File: src/sv/ip_fragment_range_tracker_top_macros.svh
// Assertion macros for the IP fragment range tracker.
// Used by ip_fragment_range_tracker_top; expects clk and rst_n in scope.
`ifndef IP_FRAGMENT_RANGE_TRACKER_TOP_MACROS_SVH
`define IP_FRAGMENT_RANGE_TRACKER_TOP_MACROS_SVH

// Same-cycle implication, disabled during reset.
`define IFRT_ASSERT_IMP(lbl, ante, cons, msg) \
    lbl: assert property (@(posedge clk) disable iff (!rst_n) (ante) |-> (cons)) \
        else $error(msg);

// Next-cycle implication, disabled during reset.
`define IFRT_ASSERT_NXT(lbl, ante, cons, msg) \
    lbl: assert property (@(posedge clk) disable iff (!rst_n) (ante) |=> (cons)) \
        else $error(msg);

`endif

File: src/sv/ifrt_pkg.sv
// Shared types and constants of the IP fragment range tracker.
// No dependencies; imported by ifrt_ram and ip_fragment_range_tracker_top.
package ifrt_pkg;

    localparam int LEN_W          = 17;  // byte position / range length
    localparam int OFF_W          = 13;  // offset field in 8-byte units
    localparam int PLEN_W         = 16;  // payload length field
    localparam int OFFB_W         = 16;  // offset in bytes
    localparam int CNT_OUT_W      = 5;   // range_count result field
    localparam int ENTRY_W        = 2 * LEN_W;
    localparam int FRAG_SLOTS_DEF = 16;

    typedef enum logic [1:0] {
        ST_MERGED   = 2'd0,
        ST_INSERTED = 2'd1,
        ST_OVERFLOW = 2'd2,
        ST_CLEARED  = 2'd3
    } status_t;

    typedef struct packed {
        logic              kind;
        logic [OFF_W-1:0]  offset_units;
        logic [PLEN_W-1:0] payload_len;
        logic              more_frags;
    } frag_t;

    typedef struct packed {
        status_t              status;
        logic                 complete;
        logic [LEN_W-1:0]     end_byte;
        logic [CNT_OUT_W-1:0] range_count;
    } res_t;

endpackage

File: src/sv/ifrt_ram.sv
// Generic single-write, single-read RAM with registered read data.
// Depends on ifrt_pkg for default sizes only.
module ifrt_ram
    import ifrt_pkg::*;
#(
    parameter int WIDTH = ENTRY_W,
    parameter int DEPTH = FRAG_SLOTS_DEF
)
(
    input  logic                     clk,
    input  logic                     we,
    input  logic [$clog2(DEPTH)-1:0] waddr,
    input  logic [WIDTH-1:0]         wdata,
    input  logic [$clog2(DEPTH)-1:0] raddr,
    output logic [WIDTH-1:0]         rdata
);

    logic [WIDTH-1:0] mem [DEPTH];

    always_ff @(posedge clk)
    begin
        if (we)
        begin
            mem[waddr] <= wdata;
        end
        rdata <= mem[raddr];
    end

endmodule

File: src/sv/ip_fragment_range_tracker_top.sv
// Top level of the IP fragment range tracker: sequencer, range table RAM, result register.
// Depends on ifrt_pkg, ifrt_ram and ip_fragment_range_tracker_top_macros.svh.
//
// Use: one datagram's byte ranges are tracked in a table sorted by start byte.
// Input channel frag (frag_valid / frag_stall): kind 1 clears the tracker, kind 0
// adds the fragment at offset_units*8 with payload_len bytes. Output channel res
// (res_valid / res_stall) returns one transaction per input: status, complete,
// end_byte (largest end byte seen) and range_count.
// Timing: a clear goes straight to the done state. A fragment walks the table one
// entry per cycle; an insert then shifts the later entries one per cycle. A place
// or merge step (none on overflow) and a finish step follow; once the last fragment
// has been seen, the completion check then walks the stored entries, up to FRAG_SLOTS.
// The result is loaded from the done state, and frag_stall drops as it is loaded;
// no new fragment is accepted until then. The pace is set by the single read port of
// the range table RAM, which one adder and comparator set service entry by entry.
// frag_stall is high while an item is in work.
// A finished result sits in the output register; the next item is accepted while
// it waits. If res_stall holds the register full when the next result is ready,
// the sequencer waits. Reset empties the table, clears the end and last-fragment
// marks and drops any pending result.
module ip_fragment_range_tracker_top
    import ifrt_pkg::*;
#(
    parameter int FRAG_SLOTS = FRAG_SLOTS_DEF
)
(
    input  logic  clk,
    input  logic  rst_n,
    input  logic  frag_valid,
    output logic  frag_stall,
    input  frag_t frag,
    output logic  res_valid,
    input  logic  res_stall,
    output res_t  res
);

    localparam int AW = $clog2(FRAG_SLOTS);
    localparam int IW = $clog2(FRAG_SLOTS + 1);
    localparam int CW = LEN_W + AW;

    typedef enum logic [7:0] {
        S_IDLE   = 8'b0000_0001,
        S_WALK   = 8'b0000_0010,
        S_SHIFT  = 8'b0000_0100,
        S_PLACE  = 8'b0000_1000,
        S_MERGE  = 8'b0001_0000,
        S_FINISH = 8'b0010_0000,
        S_CHECK  = 8'b0100_0000,
        S_DONE   = 8'b1000_0000
    } state_t;

    state_t            state_reg, state_next;
    logic [IW-1:0]     idx_reg, idx_next;
    logic [AW-1:0]     j_reg, j_next;
    logic [IW-1:0]     cnt_reg, cnt_next;
    logic [LEN_W-1:0]  max_end_reg, max_end_next;
    logic              last_reg, last_next;
    logic [OFFB_W-1:0] off_reg, off_next;
    logic [PLEN_W-1:0] len_reg, len_next;
    logic              more_reg, more_next;
    logic [LEN_W-1:0]  end_reg, end_next;
    status_t           status_reg, status_next;
    logic              complete_reg, complete_next;
    logic [LEN_W-1:0]  ent_len_reg, ent_len_next;
    logic [LEN_W-1:0]  wr_start_reg, wr_start_next;
    logic [CW-1:0]     cur_reg, cur_next;
    res_t              res_reg, res_next;
    logic              res_valid_reg, res_valid_next;

    logic                we;
    logic [AW-1:0]       waddr;
    logic [ENTRY_W-1:0]  wdata;
    logic [AW-1:0]       raddr;
    logic [ENTRY_W-1:0]  rdata;
    logic [LEN_W-1:0]    rd_s;
    logic [LEN_W-1:0]    rd_l;

    logic [CW-1:0]       add_a, add_b, sum;
    logic [OFFB_W-1:0]   off_in;
    logic [IW-1:0]       idx_inc;
    logic [IW-1:0]       cnt_m1;
    logic                full;
    logic                accept;

    ifrt_ram #(
        .WIDTH (ENTRY_W),
        .DEPTH (FRAG_SLOTS)
    ) u_ranges (
        .clk   (clk),
        .we    (we),
        .waddr (waddr),
        .wdata (wdata),
        .raddr (raddr),
        .rdata (rdata)
    );

    assign rd_s    = rdata[ENTRY_W-1:LEN_W];
    assign rd_l    = rdata[LEN_W-1:0];
    assign off_in  = {frag.offset_units, 3'b000};
    assign idx_inc = idx_reg + IW'(1);
    assign cnt_m1  = cnt_reg - IW'(1);
    assign full    = (cnt_reg == IW'(FRAG_SLOTS));

    assign frag_stall = (state_reg != S_IDLE);
    assign accept     = frag_valid && (state_reg == S_IDLE);
    assign res_valid  = res_valid_reg;
    assign res        = res_reg;

    // Shared adder: operands picked by the sequencer state.
    always_comb
    begin
        add_a = '0;
        add_b = '0;
        case (state_reg)
            S_IDLE:
            begin
                add_a = CW'(off_in);
                add_b = CW'(frag.payload_len);
            end
            S_WALK:
            begin
                add_a = CW'(rd_s);
                add_b = CW'(rd_l);
            end
            S_MERGE:
            begin
                add_a = CW'(ent_len_reg);
                add_b = CW'(len_reg);
            end
            S_CHECK:
            begin
                add_a = cur_reg;
                add_b = CW'(rd_l);
            end
            default:
            begin
                add_a = '0;
                add_b = '0;
            end
        endcase
    end

    assign sum = add_a + add_b;

    always_comb
    begin
        state_next     = state_reg;
        idx_next       = idx_reg;
        j_next         = j_reg;
        cnt_next       = cnt_reg;
        max_end_next   = max_end_reg;
        last_next      = last_reg;
        off_next       = off_reg;
        len_next       = len_reg;
        more_next      = more_reg;
        end_next       = end_reg;
        status_next    = status_reg;
        complete_next  = complete_reg;
        ent_len_next   = ent_len_reg;
        wr_start_next  = wr_start_reg;
        cur_next       = cur_reg;
        res_next       = res_reg;
        res_valid_next = res_valid_reg;
        we             = 1'b0;
        waddr          = '0;
        wdata          = '0;
        raddr          = '0;

        if (res_valid_reg && !res_stall)
        begin
            res_valid_next = 1'b0;
        end

        case (state_reg)
            S_IDLE:
            begin
                if (accept)
                begin
                    off_next  = off_in;
                    len_next  = frag.payload_len;
                    more_next = frag.more_frags;
                    end_next  = sum[LEN_W-1:0];
                    idx_next  = '0;
                    if (frag.kind)
                    begin
                        cnt_next      = '0;
                        max_end_next  = '0;
                        last_next     = 1'b0;
                        status_next   = ST_CLEARED;
                        complete_next = 1'b0;
                        state_next    = S_DONE;
                    end
                    else if (cnt_reg == '0)
                    begin
                        state_next = S_PLACE;
                    end
                    else
                    begin
                        raddr      = '0;
                        state_next = S_WALK;
                    end
                end
            end
            S_WALK:
            begin
                if (sum == CW'(off_reg))
                begin
                    // entry ends at the new start: extend it upward
                    ent_len_next  = rd_l;
                    wr_start_next = rd_s;
                    state_next    = S_MERGE;
                end
                else if (rd_s < {1'b0, off_reg})
                begin
                    if (idx_inc == cnt_reg)
                    begin
                        if (full)
                        begin
                            status_next = ST_OVERFLOW;
                            state_next  = S_FINISH;
                        end
                        else
                        begin
                            idx_next   = idx_inc;
                            state_next = S_PLACE;
                        end
                    end
                    else
                    begin
                        idx_next = idx_inc;
                        raddr    = idx_inc[AW-1:0];
                    end
                end
                else if (rd_s == end_reg)
                begin
                    // entry starts at the new end: extend it downward
                    ent_len_next  = rd_l;
                    wr_start_next = {1'b0, off_reg};
                    state_next    = S_MERGE;
                end
                else if (full)
                begin
                    status_next = ST_OVERFLOW;
                    state_next  = S_FINISH;
                end
                else
                begin
                    j_next     = cnt_m1[AW-1:0];
                    raddr      = cnt_m1[AW-1:0];
                    state_next = S_SHIFT;
                end
            end
            S_SHIFT:
            begin
                // move entry j up one slot, last entry first
                we    = 1'b1;
                waddr = j_reg + AW'(1);
                wdata = rdata;
                if (j_reg == idx_reg[AW-1:0])
                begin
                    state_next = S_PLACE;
                end
                else
                begin
                    j_next = j_reg - AW'(1);
                    raddr  = j_reg - AW'(1);
                end
            end
            S_PLACE:
            begin
                we          = 1'b1;
                waddr       = idx_reg[AW-1:0];
                wdata       = {LEN_W'(off_reg), LEN_W'(len_reg)};
                status_next = ST_INSERTED;
                state_next  = S_FINISH;
            end
            S_MERGE:
            begin
                we          = 1'b1;
                waddr       = idx_reg[AW-1:0];
                wdata       = {wr_start_reg, sum[LEN_W-1:0]};
                status_next = ST_MERGED;
                state_next  = S_FINISH;
            end
            S_FINISH:
            begin
                if (status_reg != ST_OVERFLOW)
                begin
                    if (end_reg > max_end_reg)
                    begin
                        max_end_next = end_reg;
                    end
                    if (!more_reg)
                    begin
                        last_next = 1'b1;
                    end
                    if (status_reg == ST_INSERTED)
                    begin
                        cnt_next = cnt_reg + IW'(1);
                    end
                end
                if (!last_next || (cnt_next == '0))
                begin
                    complete_next = 1'b0;
                    state_next    = S_DONE;
                end
                else
                begin
                    idx_next   = '0;
                    cur_next   = '0;
                    raddr      = '0;
                    state_next = S_CHECK;
                end
            end
            S_CHECK:
            begin
                if (CW'(rd_s) != cur_reg)
                begin
                    complete_next = 1'b0;
                    state_next    = S_DONE;
                end
                else if (sum == CW'(max_end_reg))
                begin
                    complete_next = 1'b1;
                    state_next    = S_DONE;
                end
                else if (idx_inc == cnt_reg)
                begin
                    complete_next = 1'b0;
                    state_next    = S_DONE;
                end
                else
                begin
                    idx_next = idx_inc;
                    cur_next = sum;
                    raddr    = idx_inc[AW-1:0];
                end
            end
            S_DONE:
            begin
                // hold until the output register is free
                if (!res_valid_reg || !res_stall)
                begin
                    res_next.status      = status_reg;
                    res_next.complete    = complete_reg;
                    res_next.end_byte    = max_end_reg;
                    res_next.range_count = CNT_OUT_W'(cnt_reg);
                    res_valid_next       = 1'b1;
                    state_next           = S_IDLE;
                end
            end
            default:
            begin
                state_next = S_IDLE;
            end
        endcase
    end

    always_ff @(posedge clk or negedge rst_n)
    begin
        if (!rst_n)
        begin
            state_reg     <= S_IDLE;
            cnt_reg       <= '0;
            max_end_reg   <= '0;
            last_reg      <= 1'b0;
            res_valid_reg <= 1'b0;
        end
        else
        begin
            state_reg     <= state_next;
            cnt_reg       <= cnt_next;
            max_end_reg   <= max_end_next;
            last_reg      <= last_next;
            res_valid_reg <= res_valid_next;
        end
    end

    always_ff @(posedge clk)
    begin
        idx_reg      <= idx_next;
        j_reg        <= j_next;
        off_reg      <= off_next;
        len_reg      <= len_next;
        more_reg     <= more_next;
        end_reg      <= end_next;
        status_reg   <= status_next;
        complete_reg <= complete_next;
        ent_len_reg  <= ent_len_next;
        wr_start_reg <= wr_start_next;
        cur_reg      <= cur_next;
        res_reg      <= res_next;
    end

`include "ip_fragment_range_tracker_top_macros.svh"

    `IFRT_ASSERT_IMP(a_cnt_bound, 1'b1, cnt_reg <= IW'(FRAG_SLOTS), "range count over size")
    `IFRT_ASSERT_IMP(a_shift_room, state_reg == S_SHIFT, !full, "shift with full table")
    `IFRT_ASSERT_IMP(a_check_ready, state_reg == S_CHECK, last_reg && (cnt_reg != '0), "early check")
    `IFRT_ASSERT_NXT(a_clear, accept && frag.kind, (cnt_reg == '0) && !last_reg, "clear left state")

endmodule
File: config.mk
export PLATFORM = sky130hd
export DESIGN_NAME = ip_fragment_range_tracker_top
export DESIGN_NICKNAME = d
export VERILOG_FILES = /design/src/sv/ifrt_pkg.sv /design/src/sv/ifrt_ram.sv /design/src/sv/ip_fragment_range_tracker_top.sv
export VERILOG_INCLUDE_DIRS = /design/src /design/src/sv
export SDC_FILE = /design/constraint.sdc
export NUM_CORES = 1
export LEC_CHECK = 0
export ABC_AREA = 0
export BUFFER_PORTS_ARGS = -buffer_cell sky130_fd_sc_hd__buf_2
export CAP_MARGIN = 5
export CORE_ASPECT_RATIO = 2
export CORE_MARGIN = 5
export CORE_UTILIZATION = 35
export DETAILED_ROUTE_END_ITERATION = 10
export HOLD_SLACK_MARGIN = 0.05
export PLACE_DENSITY_LB_ADDON = 0.12
export SLEW_MARGIN = 10
export SYNTH_ARGS = -nofsm -noshare
export SYNTH_HDL_FRONTEND = slang
export SYNTH_SLANG_ARGS = --single-unit
File: constraint.sdc
create_clock -name clk -period 11.25 [get_ports clk]
set_input_delay 1.6875 -clock clk [delete_from_list [all_inputs] [get_ports clk]]
set_output_delay 1.6875 -clock clk [all_outputs]
set_load 0.005 [all_outputs]
==> metrics.md <==
| Metric | Value |
|---|---|
| Distinct cells, synth | `88` |
| Slew Viols, Final | `0` |
| CTS tree | `done` |
| Complex-gate fraction of the synthesized area | `a little under a tenth` |
| Actual transition at the worst max-transition pin | `1.183 ns` |
| #FFs+latches synth | `749` |
| YS warnings | `0` |
| Worst hold path endpoint | `res[22]` |
| Max Cap Violations | `0` |
| RSZ-0062 raised after global routing | `no` |
| Async SR Flop Fraction | `about 4.3%` |
| M1 GR Usage | `22.30%` |
| Max reg flops | `544` |
| CTS resizes | `0` |
| Post-synthesis net count | `between 2000 and 3000` |
| Num rows | `159` |
| Reg-to-reg endpoint | `u_ranges.rdata[4]` |
| RD Place Congestion | `0.9229` |
| Most frequent cells in the layout | `edfxtp_1 (683), nand2_1 (388), a21oi_1 (102), mux2i_1 (102), nand3_1 (98)` |
| CP startpoint kind | `flop` |
| Register area share after synthesis | `between 60 and 70%` |
| Max Root-Sink Buffers | `3` |
| Post-synthesis mux area share | `~4.3%` |
| Tmin final | `approximately 9 ns` |
| Clock Tree Root | `clkbuf_16` |
| Static Leak | `12.74 nW` |
| Die H | `around 440 um` |
| Post-route clock period utilization | `between 80 and 90%` |
| Die X-Extent | `226.8 um` |
| WS Path Type | `flop to flop` |
| CP arrival | `9.62 ns` |
| Fin nets | `around 2600` |
| First drt pass iteration count | `8` |
| Hold path start | `complete_reg` |
| Setup violators final | `0` |
| Met3 Use GR | `2.686%` |
| Setup Buffers After CTS | `0` |
| Htree depth | `3` |
| Top FF cell, synth | `edfxtp_1` |
| Overall Power | `8.409 mW` |
| Number of enable flip-flop cells after synthesis | `~680` |
| Worst hold path type | `flop to flop` |
| Post-Route WL | `about 110000 um` |
| Grt met2 use | `38.52%` |
| Largest net degree at the start of global routing | `approximately 150` |
| Area growth, synth to finish | `12.73%` |
| Hold_buf cts | `0` |
| Total gr overflow | `0` |
| Initial antenna violation count | `2` |
| PortBufs | `between 60 and 70` |
| Register-to-Register Path Depth | `24` |
| Fillers | `8779` |
| Final Instance Area | `37090 sq um` |
| Main combinational cell family by area after synthesis | `simple AND/OR/NAND/NOR gates` |
| CORE AREA | `approximately 94000 sq um` |
| Cell Area, Placed | `about 35000 sq um` |
| DR WL/cell | `~28 um` |
| Die area | `100600 sq um` |
| Fraction of layout cells with a size suffix above 1 | `between 10% and 20%` |
| Vias in the first global route | `around 21000` |
| CTS buffer count | `71` |
| Clock skew | `approximately 0.018 ns` |
| Post-Synth Simple-Gate Area | `around 11%` |
| Post-Synth Adder-Cell Area | `about 2.0%` |
| Worst setup EP type | `flop` |
| Starting Density | `between 30% and 40%` |
| Number of DRC markers in iteration 0 | `1892` |
| Most common cell after layout, fill and taps aside | `edfxtp_1` |
| Flop-to-flop setup slack | `around 2.1 ns` |
| Clock sink count | `between 700 and 800` |
| Most crowded layer after global routing | `met2` |
| Clock Latency Late Sink | `between 0.6 and 0.7 ns` |
| Via count | `approximately 21000` |
| Pwr/cell area | `roughly 230 nW/um^2` |
| Synth Cell Area | `roughly 33000 sq um` |
| FF-to-FF Start | `state_reg[5]` |
| GRT Overall Usage | `20.47%` |
| First-pass GRT wire length | `149800 um` |
| Setup TNS | `0 ns` |
| Max transition margin | `about 21%` |
| CP max FO | `roughly 150` |
| Post-route ant nets | `0` |
| Fmax achieved | `109.7 MHz` |
| Worst Hold Depth | `0` |
| Syn Area/Cell | `roughly 13 sq um` |
| Xor/xnor share of the synthesized area | `around 2.9%` |
| Final-report hold violation count | `0` |
| Run status | `completed` |
| Clk pin slew, worst setup/hold paths | `0.07 ns` |
| Drt drc | `0` |
| Top-level port count | `62` |
| Vias/cell | `approximately 5.6` |
| Cells after Synth | `~2500` |
| Dpl hpwl | `66180 um` |
| Maximum vdd drop | `approximately 0.19 mV` |
| Crit path required time | `around 12 ns` |
-- metrics by stage --
step,hold slack [ns],setup slack [ns],std cells,util [%]
floorplan,0.4003,3.178,2517,-
global placement,0.4008,2.446,3695,37.10
detailed placement,0.4168,2.418,3695,37.10
CTS,0.4315,2.339,3824,39.58
global route,0.4346,1.920,3825,39.59
finish,0.4338,2.135,3825,39.59
-- synth_stat cells (39+ instances only) --
library cell,count,area [sq um]
a21oi_1,104,520.5
a22oi_1,54,405.4
buf_2,45,225.2
clkbuf_1,89,334.1
edfxtp_1,683,20510
ha_1,52,650.6
inv_1,96,360.4
mux2i_1,102,1021
nand2_1,388,1456
nand3_1,98,490.5
nand4_1,52,325.3
nor2_1,114,427.9
o21ai_0,56,280.3
xnor2_1,50,437.9
xor2_1,39,341.6
-- where the power goes --
| group | internal [mW] | switching (mW) |
|---|---|---|
| registers | 3.34 | 0.241 |
| logic | 0.800 | 1.57 |
| clock network | 1.38 | 1.08 |
-- cell families (layout without fill, tap and decap cells) --
logic type,after synthesis,after routing
simple gates,799,799
flops,749,749
compound gates,435,435
buf+inv,248,348
mux,136,136
xor+xnor,97,97
fa+ha+maj,53,53
other cells,0,1
-- critical path, stage by stage (launching register included) --
cell,delay [ns]
dfrtp_1,0.41
or4_1,0.53
or3_4,0.38
or3b_1,0.38
buf_4,0.26
nand2b_1,0.44
buf_4,0.34
a222oi_1,0.12
inv_1,0.13
ha_1,0.36
nand4_1,0.23
a2111oi_0,0.99
a21oi_1,0.25
xor2_1,0.37
inv_1,0.25
nor3b_1,0.53
nand4_1,0.49
o31ai_2,0.50
o21ai_4,0.09
buf_4,0.37
buf_12,0.36
nand2_1,0.21
a21oi_1,0.09
a311oi_1,0.39
o221ai_1,0.19
-- layout make-up --
type | instances | area, sq um | share of cell area (%)
tap | 1207 | 1510 | 4.072
clock buffer | 94 | 1976 | 5.326
multi-input combinational | 1520 | 10080 | 27.18
timing repair buffer | 123 | 820.8 | 2.213
clock inverter | 35 | 350.3 | 0.9445
antenna | 1 | 2.502 | 0.006747
sequential | 749 | 21990 | 59.29
inverter | 96 | 360.3 | 0.9715
-- worst max-delay path by stage --
| stage | startpoint | to | cells after the start |
|---|---|---|---|
| after detailed placement | state_reg[5] | u_ranges.rdata[2] | 24 |
| after global placement | state_reg[5] | u_ranges.rdata[0] | 24 |
| after global routing | state_reg[5] | u_ranges.rdata[4] | 23 |
| final | state_reg[5] | u_ranges.rdata[4] | 24 |
| after floorplan | state_reg[5] | ent_len_reg[0] | 23 |
| after CTS | state_reg[5] | u_ranges.rdata[2] | 24 |
-- routing by layer --
layer | vias up | part of all wire, %
met4 | 0 | 5.3
met3 | 195 | 4.4
met1 | 10940 | 36
met5 | - | 0
li1 | 9562 | -
met2 | 661 | 54
(Power assumes the default switching activity.)
